`src/rtl/rmw_alu_pkg.sv`:
```
`timescale 1ns / 1ps
// ----------------------------------------------------------------------------
// rmw_alu_pkg
// Shared types and codes for the atomic read-modify-write execute unit.
// ----------------------------------------------------------------------------
package rmw_alu_pkg;

  localparam int unsigned DataW = 64;
  localparam int unsigned HalfW = 32;

  // Request operation codes; codes 12..15 are unused and get rejected.
  typedef enum logic [3:0] {
    OP_ADD     = 4'd0,
    OP_AND     = 4'd1,
    OP_OR      = 4'd2,
    OP_XOR     = 4'd3,
    OP_SMAX    = 4'd4,
    OP_SMIN    = 4'd5,
    OP_UMAX    = 4'd6,
    OP_UMIN    = 4'd7,
    OP_SWAP    = 4'd8,
    OP_CAS     = 4'd9,
    OP_CASPAIR = 4'd10,
    OP_DMA     = 4'd11
  } rmw_op_e;

  // Access width codes.
  typedef enum logic [1:0] {
    WD_BYTE   = 2'd0,
    WD_HALF   = 2'd1,
    WD_WORD   = 2'd2,
    WD_DOUBLE = 2'd3
  } rmw_width_e;

  // Operand counts that each operation class must carry.
  localparam logic [2:0] SrcCntBasic = 3'd2;
  localparam logic [2:0] SrcCntCas   = 3'd3;
  localparam logic [2:0] SrcCntPair  = 3'd5;
  localparam logic [1:0] DstCntPair  = 2'd2;

  typedef struct packed {
    logic [3:0]       req_type;
    logic [1:0]       width_code;
    logic             load_done;
    logic [2:0]       source_count;
    logic [1:0]       dest_count;
    logic [DataW-1:0] base_address;
    logic [DataW-1:0] old_first;
    logic [DataW-1:0] old_second;
    logic [DataW-1:0] operand_a;
    logic [DataW-1:0] operand_b;
    logic [DataW-1:0] operand_c;
    logic [DataW-1:0] operand_d;
  } rmw_req_t;

  typedef struct packed {
    logic             accepted;
    logic             address_valid;
    logic [DataW-1:0] access_address;
    logic             write_valid;
    logic [DataW-1:0] write_data_first;
    logic [DataW-1:0] write_data_second;
  } rmw_res_t;

  // Byte-lane mask for a width code.
  function automatic logic [DataW-1:0] width_mask(input logic [1:0] wc);
    logic [DataW-1:0] m;
    case (wc)
      WD_BYTE: m = {{(DataW-8){1'b0}}, 8'hFF};
      WD_HALF: m = {{(DataW-16){1'b0}}, 16'hFFFF};
      WD_WORD: m = {{(DataW-HalfW){1'b0}}, {HalfW{1'b1}}};
      default: m = {DataW{1'b1}};
    endcase
    return m;
  endfunction

endpackage

```
`src/rtl/rmw_alu_arith.sv`:
```
`timescale 1ns / 1ps
// ----------------------------------------------------------------------------
// rmw_alu_arith
// Add, logic and min/max datapath at 32-bit (zero-extended) or 64-bit width.
// ----------------------------------------------------------------------------
module rmw_alu_arith (
  input  logic [3:0]                     op_i,
  input  logic                           wide_i,
  input  logic [rmw_alu_pkg::DataW-1:0]  a_i,
  input  logic [rmw_alu_pkg::DataW-1:0]  b_i,
  output logic [rmw_alu_pkg::DataW-1:0]  result_o
);
  import rmw_alu_pkg::*;

  logic [DataW-1:0] mask;
  logic [DataW-1:0] top;
  logic [DataW-1:0] a_m;
  logic [DataW-1:0] b_m;
  logic [DataW-1:0] sum;
  logic             s_gt;
  logic             s_lt;
  logic             u_gt;
  logic             u_lt;
  logic [DataW-1:0] res;

  // Operand masking and sign-bit position
  assign mask = wide_i ? {DataW{1'b1}} : {{(DataW-HalfW){1'b0}}, {HalfW{1'b1}}};
  assign top  = wide_i ? {1'b1, {(DataW-1){1'b0}}}
                       : {{(DataW-HalfW){1'b0}}, 1'b1, {(HalfW-1){1'b0}}};
  assign a_m  = a_i & mask;
  assign b_m  = b_i & mask;
  assign sum  = a_m + b_m;

  // Flipping the sign bit turns signed order into unsigned order
  assign s_gt = (a_m ^ top) > (b_m ^ top);
  assign s_lt = (a_m ^ top) < (b_m ^ top);
  assign u_gt = a_m > b_m;
  assign u_lt = a_m < b_m;

  // Operation select
  always_comb begin
    case (op_i)
      OP_ADD:  res = sum;
      OP_AND:  res = a_m & b_m;
      OP_OR:   res = a_m | b_m;
      OP_XOR:  res = a_m ^ b_m;
      OP_SMAX: res = s_gt ? a_m : b_m;
      OP_SMIN: res = s_lt ? a_m : b_m;
      OP_UMAX: res = u_gt ? a_m : b_m;
      default: res = u_lt ? a_m : b_m;
    endcase
  end

  assign result_o = res & mask;

endmodule

```
`src/rtl/rmw_alu_exec.sv`:
```
`timescale 1ns / 1ps
// ----------------------------------------------------------------------------
// rmw_alu_exec
// Operand-count check, phase handling, compare-and-swap and result assembly.
// ----------------------------------------------------------------------------
module rmw_alu_exec (
  input  rmw_alu_pkg::rmw_req_t req_i,
  output rmw_alu_pkg::rmw_res_t res_o
);
  import rmw_alu_pkg::*;

  logic             ok;
  logic [DataW-1:0] m;
  logic [DataW-1:0] alu_res;
  logic             eq_first;
  logic             eq_second;

  rmw_alu_arith u_arith (
    .op_i     (req_i.req_type),
    .wide_i   (req_i.width_code == WD_DOUBLE),
    .a_i      (req_i.old_first),
    .b_i      (req_i.operand_a),
    .result_o (alu_res)
  );

  // Operand count check
  always_comb begin
    unique case (req_i.req_type) inside
      OP_ADD, OP_AND, OP_OR, OP_XOR, OP_SMAX, OP_SMIN, OP_UMAX, OP_UMIN,
      OP_SWAP, OP_DMA: ok = (req_i.source_count == SrcCntBasic);
      OP_CAS:          ok = (req_i.source_count == SrcCntCas);
      OP_CASPAIR:      ok = (req_i.source_count == SrcCntPair) &&
                            (req_i.dest_count == DstCntPair);
      default:         ok = 1'b0;
    endcase
  end

  // Width-masked compares for the cas forms
  assign m         = width_mask(req_i.width_code);
  assign eq_first  = (req_i.operand_a & m) == (req_i.old_first & m);
  assign eq_second = (req_i.operand_b & m) == (req_i.old_second & m);

  // Result assembly
  always_comb begin
    res_o = '0;
    if (ok) begin
      res_o.accepted       = 1'b1;
      res_o.access_address = req_i.base_address;
      if (!req_i.load_done) begin
        res_o.address_valid = 1'b1;
      end else begin
        case (req_i.req_type) inside
          OP_ADD, OP_AND, OP_OR, OP_XOR, OP_SMAX, OP_SMIN, OP_UMAX, OP_UMIN: begin
            res_o.write_valid      = 1'b1;
            res_o.write_data_first = alu_res;
          end
          OP_SWAP: begin
            res_o.write_valid      = 1'b1;
            res_o.write_data_first = req_i.operand_a;
          end
          OP_CAS: begin
            if (eq_first) begin
              res_o.write_valid      = 1'b1;
              res_o.write_data_first = req_i.operand_b & m;
            end
          end
          OP_CASPAIR: begin
            if (eq_first && eq_second) begin
              res_o.write_valid       = 1'b1;
              res_o.write_data_first  = req_i.operand_c & m;
              res_o.write_data_second = req_i.operand_d & m;
            end
          end
          default: ;  // dma data phase: address only
        endcase
      end
    end
  end

endmodule

```
`src/rtl/atomic_rmw_alu.sv`:
```
`timescale 1ns / 1ps
// ----------------------------------------------------------------------------
// atomic_rmw_alu
// Execute unit for atomic read-modify-write requests: address phase and
// write-back value computation, one result beat per request beat.
// ----------------------------------------------------------------------------
//  channel | direction | handshake               | payload
//  --------+-----------+-------------------------+------------------
//  request | in        | in_valid_i / in_ready_o | in_req_i  (rmw_req_t)
//  result  | out       | out_valid_o/out_ready_i | out_res_o (rmw_res_t)
//
//  A beat passes through the request register, then the result register.
//  One beat per cycle is sustained while out_ready_i is high; the request
//  register refills while the result register drains.
//  in_ready_o drops only when both registers hold beats and the result is
//  stalled; it follows out_ready_i combinationally.
//  Reset empties both registers; payload registers are not reset.
// ----------------------------------------------------------------------------
module atomic_rmw_alu (
  input  logic                  clk_i,
  input  logic                  rst_ni,
  input  logic                  in_valid_i,
  output logic                  in_ready_o,
  input  rmw_alu_pkg::rmw_req_t in_req_i,
  output logic                  out_valid_o,
  input  logic                  out_ready_i,
  output rmw_alu_pkg::rmw_res_t out_res_o
);
  import rmw_alu_pkg::*;

  rmw_req_t req_q;
  logic     req_valid_q;
  rmw_res_t res_d;
  rmw_res_t res_q;
  logic     res_valid_q;
  logic     res_ready;

  // Stage readiness
  assign res_ready  = !res_valid_q || out_ready_i;
  assign in_ready_o = !req_valid_q || res_ready;

  // Request register
  always_ff @(posedge clk_i or negedge rst_ni) begin
    if (!rst_ni) begin
      req_valid_q <= 1'b0;
    end else if (in_ready_o) begin
      req_valid_q <= in_valid_i;
    end
  end

  always_ff @(posedge clk_i) begin
    if (in_ready_o && in_valid_i) begin
      req_q <= in_req_i;
    end
  end

  // Single-pass compute
  rmw_alu_exec u_exec (
    .req_i (req_q),
    .res_o (res_d)
  );

  // Result register
  always_ff @(posedge clk_i or negedge rst_ni) begin
    if (!rst_ni) begin
      res_valid_q <= 1'b0;
    end else if (res_ready) begin
      res_valid_q <= req_valid_q;
    end
  end

  always_ff @(posedge clk_i) begin
    if (res_ready && req_valid_q) begin
      res_q <= res_d;
    end
  end

  assign out_valid_o = res_valid_q;
  assign out_res_o   = res_q;

  // Checks
  a_stall_full: assert property (@(posedge clk_i) disable iff (!rst_ni)
    !in_ready_o |-> (req_valid_q && res_valid_q))
    else $error("request stalled with an empty stage");

  a_write_excl: assert property (@(posedge clk_i) disable iff (!rst_ni)
    (out_valid_o && out_res_o.write_valid) |->
      (out_res_o.accepted && !out_res_o.address_valid))
    else $error("write beat without accepted data phase");

  a_addr_nodata: assert property (@(posedge clk_i) disable iff (!rst_ni)
    (out_valid_o && out_res_o.address_valid) |->
      (out_res_o.write_data_first == '0 && out_res_o.write_data_second == '0))
    else $error("address phase beat carries write data");

  a_moved: assert property (@(posedge clk_i) disable iff (!rst_ni)
    (req_valid_q && res_ready) |=> out_valid_o)
    else $error("request beat lost between stages");

endmodule
```
`config.mk`:
```
export PLATFORM = sky130hd
export DESIGN_NAME = atomic_rmw_alu
export DESIGN_NICKNAME = d
export VERILOG_FILES = /design/src/rtl/rmw_alu_pkg.sv /design/src/rtl/rmw_alu_arith.sv /design/src/rtl/rmw_alu_exec.sv /design/src/rtl/atomic_rmw_alu.sv
export SDC_FILE = /design/constraint.sdc
export NUM_CORES = 1
export LEC_CHECK = 0
export BUFFER_PORTS_ARGS = -buffer_cell sky130_fd_sc_hd__buf_2
export CORE_MARGIN = 2
export CORE_UTILIZATION = 30
export DETAILED_ROUTE_END_ITERATION = 10
export SLEW_MARGIN = 10
export SYNTH_ARGS = -nofsm -noshare
export SYNTH_HDL_FRONTEND = slang
export SYNTH_SLANG_ARGS = --single-unit
```
`constraint.sdc`:
```
create_clock -name clk_i -period 13.35 [get_ports clk_i]
set_input_delay 1.335 -clock clk_i [delete_from_list [all_inputs] [get_ports clk_i]]
set_output_delay 1.335 -clock clk_i [all_outputs]
set_load 0.005 [all_outputs]
```
After elaboration in Yosys (flattened, before gate mapping)
Cells that the tools add are included.
{ "totals": {"ff_bits": 657, "in_bits": 464, "out_inout_bits": 197, "word_cells": 99} }
{ "op_classes": {"add_sub_neg": 1, "order_cmp": 4, "n_eq_ne": 20, "n_mux": 22, "bitwise": 18, "reduce_logical": 14} }
{ "ops": {"columns": ["cell", "count"], "rows": [
  ["$and 64x64->64", 10],
  ["$mux 64", 10],
  ["$pmux 64 s7", 1],
  ["$mux 65", 5],
  ["$mux 129", 2],
  ["$mux 195", 1],
  ["$pmux 64 s3", 1],
  ["$xor 64x64->64", 3],
  ["$eq 64x64->1", 2],
  ["$gt 64x64->1", 2],
  ["$lt 64x64->1", 2],
  ["$add 64x64->64", 1],
  ["$or 64x64->64", 1],
  ["$eq 4x3->1 const B", 4],
  ["$eq 4x4->1 const B", 4],
  ["$reduce_or 14->1", 1],
  ["$reduce_or 10->1", 1],
  ["$eq 4x2->1 const B", 2],
  ["$reduce_or 8->1", 1],
  ["$eq 2x2->1 const B", 3],
  ["$eq 3x2->1 const B", 2],
  ["$eq 4x1->1 const B", 1],
  ["$logic_and 1x1->1", 4],
  ["$logic_not 4->1", 1],
  ["9 further kinds", 14]
]} }

Longest topological paths before layout
{ "depth": {"depth_word": 12, "depth_mapped": 23, "ltp_nobuf": 15} }

Cells and area by module
A second synthesis with hierarchy kept.
{ "unflattened": {"hier_cells": 2998, "area_unflattened_um2": 34928.5} }
{ "by_module_without_submodules": {"columns": ["mod", "n_inst", "cells_each", "area_each_um2", "seq_area_each_um2"], "rows": [
  ["atomic_rmw_alu", 1, 663, 19772.7, 19718.9],
  ["rmw_alu_arith", 1, 1667, 10745.3, 0.0],
  ["rmw_alu_exec", 1, 668, 4410.5, 0.0]
]} }

Worst setup path before layout
OpenSTA, ideal clock, no wires.
{ "synth_timing": {"path_type": "in2reg", "start": "input port out_ready_i", "end": "register req_q[0] (netlist name), enable pin", "setup_time_ns": 0.887, "arrival_ns": 11.934, "required_time_ns": 12.463, "slack_ns": 0.529, "cell_stages": 2, "path_cell_list": "nand3b_1 > and2_1"} }
{ "synth_between": {"elab_chain_cells": 3} }
{ "synth_rtl": {"columns": ["item", "line", "text"], "rows": [
  ["start, declared", "atomic_rmw_alu.sv:26", "input logic out_ready_i,"],
  ["$logic_or 1x1->1", "atomic_rmw_alu.sv:39", "assign res_ready = !res_valid_q || out_ready_i;"],
  ["$logic_or 1x1->1", "atomic_rmw_alu.sv:40", "assign in_ready_o = !req_valid_q || res_ready;"],
  ["$logic_and 1x1->1", "atomic_rmw_alu.sv:52", "if (in_ready_o && in_valid_i) begin"],
  ["end signal, assigned", "atomic_rmw_alu.sv:53", "req_q <= in_req_i;"],
  ["end, declared", "atomic_rmw_alu.sv:31", "rmw_req_t req_q;"]
]} }
Every way passes these cells.
A chain may end at the register's enable or synchronous reset.

Worst setup path after layout
{ "layout_timing": {"start": "register req_q[455] (netlist name)", "end": "register res_q (netlist bit out_res_o[85]) (data pin)"} }
{ "layout_between": {"elab_chain_cells": 10, "word_cells_on_any_way": 35} }
{ "layout_rtl": {"columns": ["item", "line", "text"], "rows": [
  ["parallel branches: the longest is 9 deep, another holds $lt 64x64->1", null, null],
  ["$mux 65 *", "rmw_alu_exec.sv:52", "case (req_i.req_type) inside"],
  ["end signal, assigned", "atomic_rmw_alu.sv:74", "res_q <= res_d;"],
  ["end, declared", "atomic_rmw_alu.sv:34", "rmw_res_t res_q;"]
]} }
Every way passes the cells marked *.

==> summary.txt <==
Run status
  • Outcome: complete, no violations

STA
  • Fin crit period: 7080 ps
  • Worst slew margin: 12.9%
  • Setup Skew: 66.0 ps
  • Final WS setup: 6270 ps
  • Max-slew violations: 0
  • Final setup TNS: 0 ps
  • Final Cycle Share: 53.1%
  • Worst-Margin Slew: 1290 ps
  • Finish-stage setup viols: 0
  • RSZ-0062 raised after global routing: no
  • Final Hold Viols: 0
  • Fmax: 141 MHz

Drt
  • Routed Antenna Nets: 0
  • DR WL/cell: 26.1 um
  • Initial DRT Pass Iterations: 8
  • Drt total wl: 136,000 um
  • Vias per std cell: 5.28
  • DRC: 0
  • 1st-iter DRT viols: 3,065
  • Vias: 27,500

Synthesis
  • Post-synth cell types: 100
  • Post-synthesis async set-or-reset flop share: 0.304%
  • Cell taking the most area after synthesis: edfxtp_1
  • Ranking of synthesized cells by area: edfxtp_1 56%, ha_1 6.4%, a21oi_1 3.1%
  • Share of the synthesized area in the top cell type: 56.2%
  • Yosys warnings: 0
  • Mean post-synth cell area: 11.6 um2
  • Register bit total from synthesis: 657
  • Syn_nets: 3,651
  • Seq/Total Area, Yosys: 56.4%
  • Cell Area, Synth: 0.0350 mm2
  • EDFF count, synth: 655
  • Most common cell in the netlist: edfxtp_1
  • Main synth FF type: edfxtp_1
  • Commonest cells in the netlist: 655 x edfxtp_1, 217 x a21oi_1, 194 x nand2_1, 187 x inv_1, 185 x nor2_1
  • Cells after synthesis: 3,008

Die
  • Initial Util: 30.2%
  • Die height: 345 um
  • Die area: 0.119 mm2
  • Rows: 125
  • CORE AREA: 0.116 mm2
  • Num ports: 661
  • Die X-Extent: 345 um

Global routing
  • Initial antenna violation count: 54
  • First-pass GRT wire length: 192,000 um
  • Largest net degree at the start of global routing: 168
  • Total grt overflow: 0
  • Vias in the first global route: 26,700
  • Gr usage total: 22.0%

Clock network
  • CTS clk-pin slew, worst paths: 70 ps
  • Post-CTS setup buffers: 0
  • Worst skew pair latency: 690 ps
  • CTS buffer count: 79
  • Clock root buffer: clkbuf_16
  • CTS max path bufs: 3
  • Number of H-tree levels: 3
  • # hold bufs at CTS: 0
  • Clock Sinks: 657
  • Post-cts sizing count: 0
  • CTS tree: built

Pwr
  • PD cells: 130 mW/mm2
  • Leakage: 16.8 nW
  • Max VDD drop: 0.000126 V
  • Final Power: 5.52 mW

Finish
  • Layout cells sized above 1: 25.0%
  • Final net count: 4,255
  • Final core utilization: 36.7%
  • # fillers: 11,400
  • Sequential cell area: 0.0197 mm2
  • Area grow syn2layout: 21.5%
  • Post-route cell area: 0.0425 mm2
  • Area of the multi-input gates: 0.0138 mm2

Worst setup path
  • WS Path Type: flip-flop to flip-flop
  • Worst EP required: 13,770 ps
  • Crit. End Element: flip-flop
  • Critical path arrival: 7500 ps
  • Worst R2R Start: req_q[455]
  • Startpoint Class: flip-flop
  • R2r setup slk: 6270 ps
  • Critical path peak fanout: 47
  • Critical path origin: req_q[455]

Place
  • Dpl ws: 6300 ps
  • Final GP Congestion: 0.956
  • Hpwl dp: 101,000 um
  • DP Area: 0.0398 mm2
  • Buffers added on ports: 660

Flow run
  • Max cap viols: 0

Min path
  • Worst min path class: input pin to asynchronous set/reset pin
==> worst max-delay path: stages (launching register included) <==
cell,delay (ps)
edfxtp_1,310
buf_4,290
and2_2,660
buf_4,620
nand2_1,240
ha_1,500
or3_1,430
nor4_2,350
nand4_1,220
a31oi_1,290
nor4_1,150
a21oi_4,360
buf_4,570
nand2b_1,360
nand4_4,560
a2111oi_2,610
a211o_1,180
o31ai_1,60
==> logic make-up (layout without fill, tap and decap cells) <==
family	after synthesis	after routing	synth area share, %
buf+inv	376	1042	4.46
xor+xnor	150	150	3.76
mux	59	59	2.03
flops	657	657	56.4
other cells	0	16	0
simple gates	773	773	11.2
compound gates	814	814	15.8
fa+ha+maj	179	179	6.42
==> report_power, final <==
| part | switching, mW | internal [mW] | total, mW |
|---|---|---|---|
| sequential | 0.0937 | 2.43 | 2.52 |
| clock | 0.951 | 1.28 | 2.24 |
| combinational | 0.482 | 0.273 | 0.756 |
| total | 1.53 | 3.99 | 5.52 |
==> layout by cell type (no fill, tap or decap), types with 13 or more instances in the layout <==
master / n
a211oi_1: 30
a21o_1: 22
a21oi_1: 216
a221o_1: 27
a221oi_1: 73
a22oi_1: 29
a31oi_1: 18
a41oi_1: 13
and2_1: 122
and3_1: 42
buf_2: 660
buf_4: 49
clkbuf_1: 16
clkbuf_16: 79
diode_2: 16
edfxtp_1: 655
ha_1: 178
inv_1: 187
mux2_2: 26
mux2i_1: 26
nand2_1: 193
nand2b_1: 22
nand3_1: 40
nand4_1: 32
nor2_1: 184
nor2b_1: 19
nor3_1: 39
nor4_1: 27
o211ai_1: 19
o21a_1: 15
o21ai_0: 159
o21ai_1: 22
o21bai_1: 24
o221ai_1: 13
o22ai_1: 23
o31ai_1: 15
xnor2_1: 87
xor2_1: 63
==> sequential cells by signal (all words and copies together), names as in the netlist <==
register	count
out_res_o	195
req_valid_q	1
req_q	460
out_valid_o	1
==> per-layer routing <==
layer,global-route usage [%],vias up,wire (um)
met5,0,-,264
met4,8.29,42,4710
met3,5.12,259,11500
met2,34.5,1297,62400
met1,29.4,13500,57000
li1,-,12500,-
==> per-stage QoR <==
stage | instances | hold WS [ps]
after CTS | 5198 | 368
after global placement | 5055 | 465
after global routing | 5211 | 387
after floorplan | 3008 | 449
after detailed placement | 5055 | 476
final | 5214 | 425
==> path summary, 6_finish.rpt <==
check,endpoint,depth (start not counted)
worst max-delay path,out_res_o[85],17
worst min-delay path,out_valid_o,1
worst max register to register,out_res_o[85],17
worst min register to register,out_valid_o,1
max in group asynchronous,req_valid_q,1
min in group clk_i,out_valid_o,1
==> final cells by class <==
cell class / instances / share of cell area [%]
well taps: 1524 / 4.48
diodes: 16 / 0.0942
flip-flops and latches: 657 / 46.4
repair buffers: 711 / 8.73
inverters: 188 / 1.66
clock inverters: 45 / 1.40
clock buffers: 98 / 4.89
multi-input cells: 1975 / 32.4
No activity file was read; power rests on OpenSTA's default activity.
